File: src/rtl/core/cvsd_pkg.sv
`timescale 1ns / 1ps

package cvsd_pkg;

	localparam int NCOL = 6;
	localparam logic [11:0] MAX_RECORDS = 12'hFFF;

	// result kinds
	localparam logic [2:0] STAT_HDR_OK  = 3'd0;
	localparam logic [2:0] STAT_HDR_ERR = 3'd1;
	localparam logic [2:0] STAT_SPAN    = 3'd2;
	localparam logic [2:0] STAT_END_OK  = 3'd3;
	localparam logic [2:0] STAT_END_ERR = 3'd4;

	// last varint group index (tenth byte)
	localparam logic [3:0] VI_LAST_IDX = 4'd9;

	typedef struct packed {
		logic       func;
		logic [7:0] payload_byte;
		logic       byte_last;
	} in_t;

	typedef struct packed {
		logic [2:0]  status;
		logic [31:0] cell_index;
		logic [31:0] region_id;
		logic [15:0] clearance;
		logic [7:0]  span_flags;
		logic [7:0]  step_bits;
		logic [31:0] height_quant;
		logic        is_fill;
		logic [31:0] min_height_bits;
		logic [31:0] region_count;
		logic [11:0] record_count;
		logic        last;
	} out_t;

	typedef struct packed {
		logic feed;
		logic first;
	} vi_ctl_t;

	typedef struct packed {
		logic [31:0] val;
		logic        hi;
		logic        bad;
	} vi_res_t;

endpackage

File: src/rtl/core/cvsd_varint.sv
`timescale 1ns / 1ps

module cvsd_varint (
	input  logic              clk,
	input  logic              arst_n,
	input  cvsd_pkg::vi_ctl_t ctl,
	input  logic [7:0]        din,
	output cvsd_pkg::vi_res_t res
);
	import cvsd_pkg::*;

	logic [31:0] acc_q;
	logic        hi_q;
	logic [3:0]  cnt_q;
	logic [3:0]  idx;
	logic [6:0]  grp;
	logic [31:0] lo_add;
	logic        hi_add;

	assign idx = ctl.first ? 4'd0 : cnt_q;
	assign grp = din[6:0];

	// place the 7-bit group; bits at 32 and above only mark overflow
	always_comb begin
		lo_add = '0;
		hi_add = 1'b0;
		case (idx)
			4'd0: lo_add = {25'd0, grp};
			4'd1: lo_add = {18'd0, grp, 7'd0};
			4'd2: lo_add = {11'd0, grp, 14'd0};
			4'd3: lo_add = {4'd0, grp, 21'd0};
			4'd4: begin
				lo_add = {grp[3:0], 28'd0};
				hi_add = grp[6:4] != 3'd0;
			end
			4'd5, 4'd6, 4'd7, 4'd8: hi_add = grp != 7'd0;
			4'd9: hi_add = grp[0];
			default: hi_add = 1'b0;
		endcase
	end

	always_ff @(posedge clk or negedge arst_n) begin
		if (!arst_n) begin
			acc_q <= '0;
			hi_q  <= 1'b0;
			cnt_q <= '0;
		end else if (ctl.feed) begin
			acc_q <= (ctl.first ? 32'd0 : acc_q) | lo_add;
			hi_q  <= (ctl.first ? 1'b0 : hi_q) | hi_add;
			cnt_q <= idx + 4'd1;
		end
	end

	assign res.val = acc_q;
	assign res.hi  = hi_q;
	assign res.bad = ctl.feed && din[7] && (idx == VI_LAST_IDX);

endmodule

File: config.mk
export PLATFORM = sky130hd
export DESIGN_NAME = cvsd_varint
export DESIGN_NICKNAME = d
export VERILOG_FILES = /design/src/rtl/core/cvsd_pkg.sv /design/src/rtl/core/cvsd_varint.sv
export SDC_FILE = /design/constraint.sdc
export NUM_CORES = 1
export LEC_CHECK = 0
export BUFFER_PORTS_ARGS = -buffer_cell sky130_fd_sc_hd__buf_2
export CORE_MARGIN = 2
export CORE_UTILIZATION = 48
export CTS_BUF_LIST = sky130_fd_sc_hd__clkbuf_8
export DETAILED_ROUTE_END_ITERATION = 16
export GPL_ROUTABILITY_DRIVEN = 0
export GPL_TIMING_DRIVEN = 0
export PLACE_DENSITY = 0.78
export SYNTH_ARGS = -nofsm -noshare
export SYNTH_HDL_FRONTEND = slang
export SYNTH_SLANG_ARGS = --single-unit
File: constraint.sdc
create_clock -name clk -period 1.5 [get_ports clk]
set_input_delay 0.225 -clock clk [delete_from_list [all_inputs] [get_ports clk]]
set_output_delay 0.225 -clock clk [all_outputs]
set_load 0.01 [all_outputs]
==> run summary <==
Syn. warnings: 0
routed len/inst: 16.5 µm
net count after synthesis: 142
drt via density: 5.54
# IOs: 46
FMAX: 0.592 GHz
clk sinks: 37
Critical-path top delay cell: dfrtp_1
Setup TNS: -0.787 ns
Hold Fails Final Rpt: 0
maxcap violations: 0
worst hold slack: 0.00286 ns
Synth async-reset ratio: 1.00
synthesized area: 1590 µm²
Die Height: 61.5 µm
CTS Hold Bufs: 0
Tmin final: 1.69 ns
CP Max Fanout: 2
Max-slew headroom: 0.485
Vias: 1275
Tot GR Track Use: 0.216
first-pass GRT wire length: 5.81 mm
final worst-path setup slack: -0.189 ns
Area Overhead vs Synth: 34.3%
crit path kind: reg2out
clk buf depth: 2
CP Capture Type: output port
total power: 3130 µW
Power Dens Cells: 1470 nW/µm²
initial DRC count: 90
# setup viols final: 6
sequential area share after synthesis: 0.583
post-route cell area: 2130 µm²
Post-Syn Instances: 126
die area: 3790 µm²
worst-margin pin slew: 0.773 ns
fill count: 227
Crit path largest cell delay: 0.39 ns
TritonCTS clock tree: yes
Leak: 0.00108 µW
1st-pass router iterations: 4
outcome: finished with violations
die width: 61.5 µm
final non-filler cell total: 230
initial antenna violation count: 0
CP Launch Type: register
share of layout cells above drive strength 1: 0.468
DPL Wire Length: 2.54 mm
Cell Chain, Critical Path: nor2b_4, inv_2, ha_4, nand2_2, nor4b_2, buf_2
RSZ-0062 raised after global routing: yes
final WL: 3.81 mm
GRT overflow: 0
clock slew seen by the registers of the worst setup and hold paths: 0.08 ns
antenna cells: 0
Layout Skew: 0.00570 ns
crit path DAT: 1.46 ns
Synth top cells by count: dfrtp_1, a22o_1, inv_1
# DRC: 0
std cell rows: 20
most frequent cell after synthesis: dfrtp_1
placed inst area: 1890 µm²
CTS buffer count: 5
Min-Delay Path Class: in2async
nets: 201
dominant synthesized flop cell: dfrtp_1
WP data required: 1.27 ns
Initial Util: 0.512
# H-tree levels: 2
Slew Limit Fails: 0
buffers added on ports: 45
post-synth top area cell: dfrtp_1
clk_lat worst skew: 0.29 ns
number of synthesized flops with an enable pin: 0
top cells by area, synth: dfrtp_1, a22o_1, ha_1
core area: 3100 µm²
Final ANT Viol Nets: 0
Final Cycle Share: 1.13
largest net degree at the start of global routing: 38
failing checks: setup timing
Yosys top cell area share: 0.583
Root Driver: clkbuf_8
vias in the first global route: 1195
Synth cell types: 27
peak supply drop: 0.000993 V
Syn Area/Cell: 12.6 µm²
register bit count reported by yosys: 37
DP Cell Count: 215
[cells in the final DEF, fill, tap and decap left out, types with 2 or more instances in the layout]
cell       Yosys  layout
a22o_1        32      32
bufinv_16      0       2
inv_1          7       4
nor3_1         3       2
ha_4           0       2
a21oi_1        4       4
o21ai_1        4       5
dfrtp_1       37      37
buf_2          5      50
nand2_1        4       3
inv_2          1       3
clkbuf_8       0       5
nor2_1         4       4
nor2_4         4       4
buf_4          2       8
[metrics by stage]
stage	utilization	setup WS, ns
global placement	0.608	-0.247
floorplan	-	0.0191
detailed placement	0.608	-0.291
CTS	0.676	-0.171
global route	0.688	-0.270
finish	0.688	-0.189
[state kept, by name (all words and copies together) (netlist names)]
signal / count
acc_q: 32
cnt_q: 4
hi_q: 1
[worst paths after layout]
check                           from   endpoint  slack, ns  cells past startpoint
setup / recovery            cnt_q[1]     res[0]      -0.19                      6
max in group asynchronous     arst_n   acc_q[2]       1.01                      1
setup reg to reg            cnt_q[1]       hi_q      -0.19                      9
hold / removal                arst_n   cnt_q[2]      0.003                      1
hold reg to reg            acc_q[27]  acc_q[27]       0.50                      1
min in group clk              din[1]  acc_q[22]       0.24                      2
[layout make-up]
| type | count | area (µm²) | share of cell area |
|---|---|---|---|
| Sequential cell | 37 | 926 | 0.434 |
| Clock inverter | 3 | 68.8 | 0.0322 |
| Timing Repair Buffer | 52 | 282 | 0.132 |
| Buffer | 7 | 40.0 | 0.0188 |
| Inverter | 8 | 32.5 | 0.0152 |
| Tap cell | 44 | 55.1 | 0.0258 |
| Multi-Input combinational cell | 74 | 662 | 0.310 |
| Clock buffer | 5 | 68.8 | 0.0322 |
[cells by family (layout without fill, tap and decap cells)]
group / after synthesis / count (layout) / share of synthesized area
fa+ha+maj: 4 / 4 / 0.0315
buf+inv: 15 / 75 / 0.0441
simple gates: 23 / 23 / 0.0992
mux: 1 / 1 / 0.00630
compound gates: 46 / 46 / 0.236
flops: 37 / 37 / 0.583
[layer usage]
| metal | vias to the layer above | part of all wire | track usage |
|---|---|---|---|
| li1 | 587 | - | - |
| met1 | 615 | 0.44 | 0.297 |
| met2 | 60 | 0.47 | 0.311 |
| met3 | 13 | 0.068 | 0.0525 |
| met4 | 0 | 0.027 | 0.122 |
| met5 | - | 0 | 0 |
[worst max-delay path: cells and delay by family, from the launching register on]
kind | cells | cell delay (ns)
fa+ha+maj | 1 | 0.15
buf+inv | 2 | 0.25
flops | 1 | 0.39
simple gates | 3 | 0.37
[report_power, final]
group | internal, µW | leakage [µW] | total, µW | switching [µW]
sequential | 1170 | 0.000489 | 1260 | 96.2
clock | 669 | 0.0000687 | 1040 | 370
combinational | 385 | 0.000526 | 831 | 445
total | 2220 | 0.00108 | 3130 | 912
[timing repair]
action                     4_1_cts  5_1_grt
resized for setup               12        4
setup endpoints to repair        6        6
pin swaps                        5        9
setup buffers                    5        2
(Power assumes the default switching activity.)
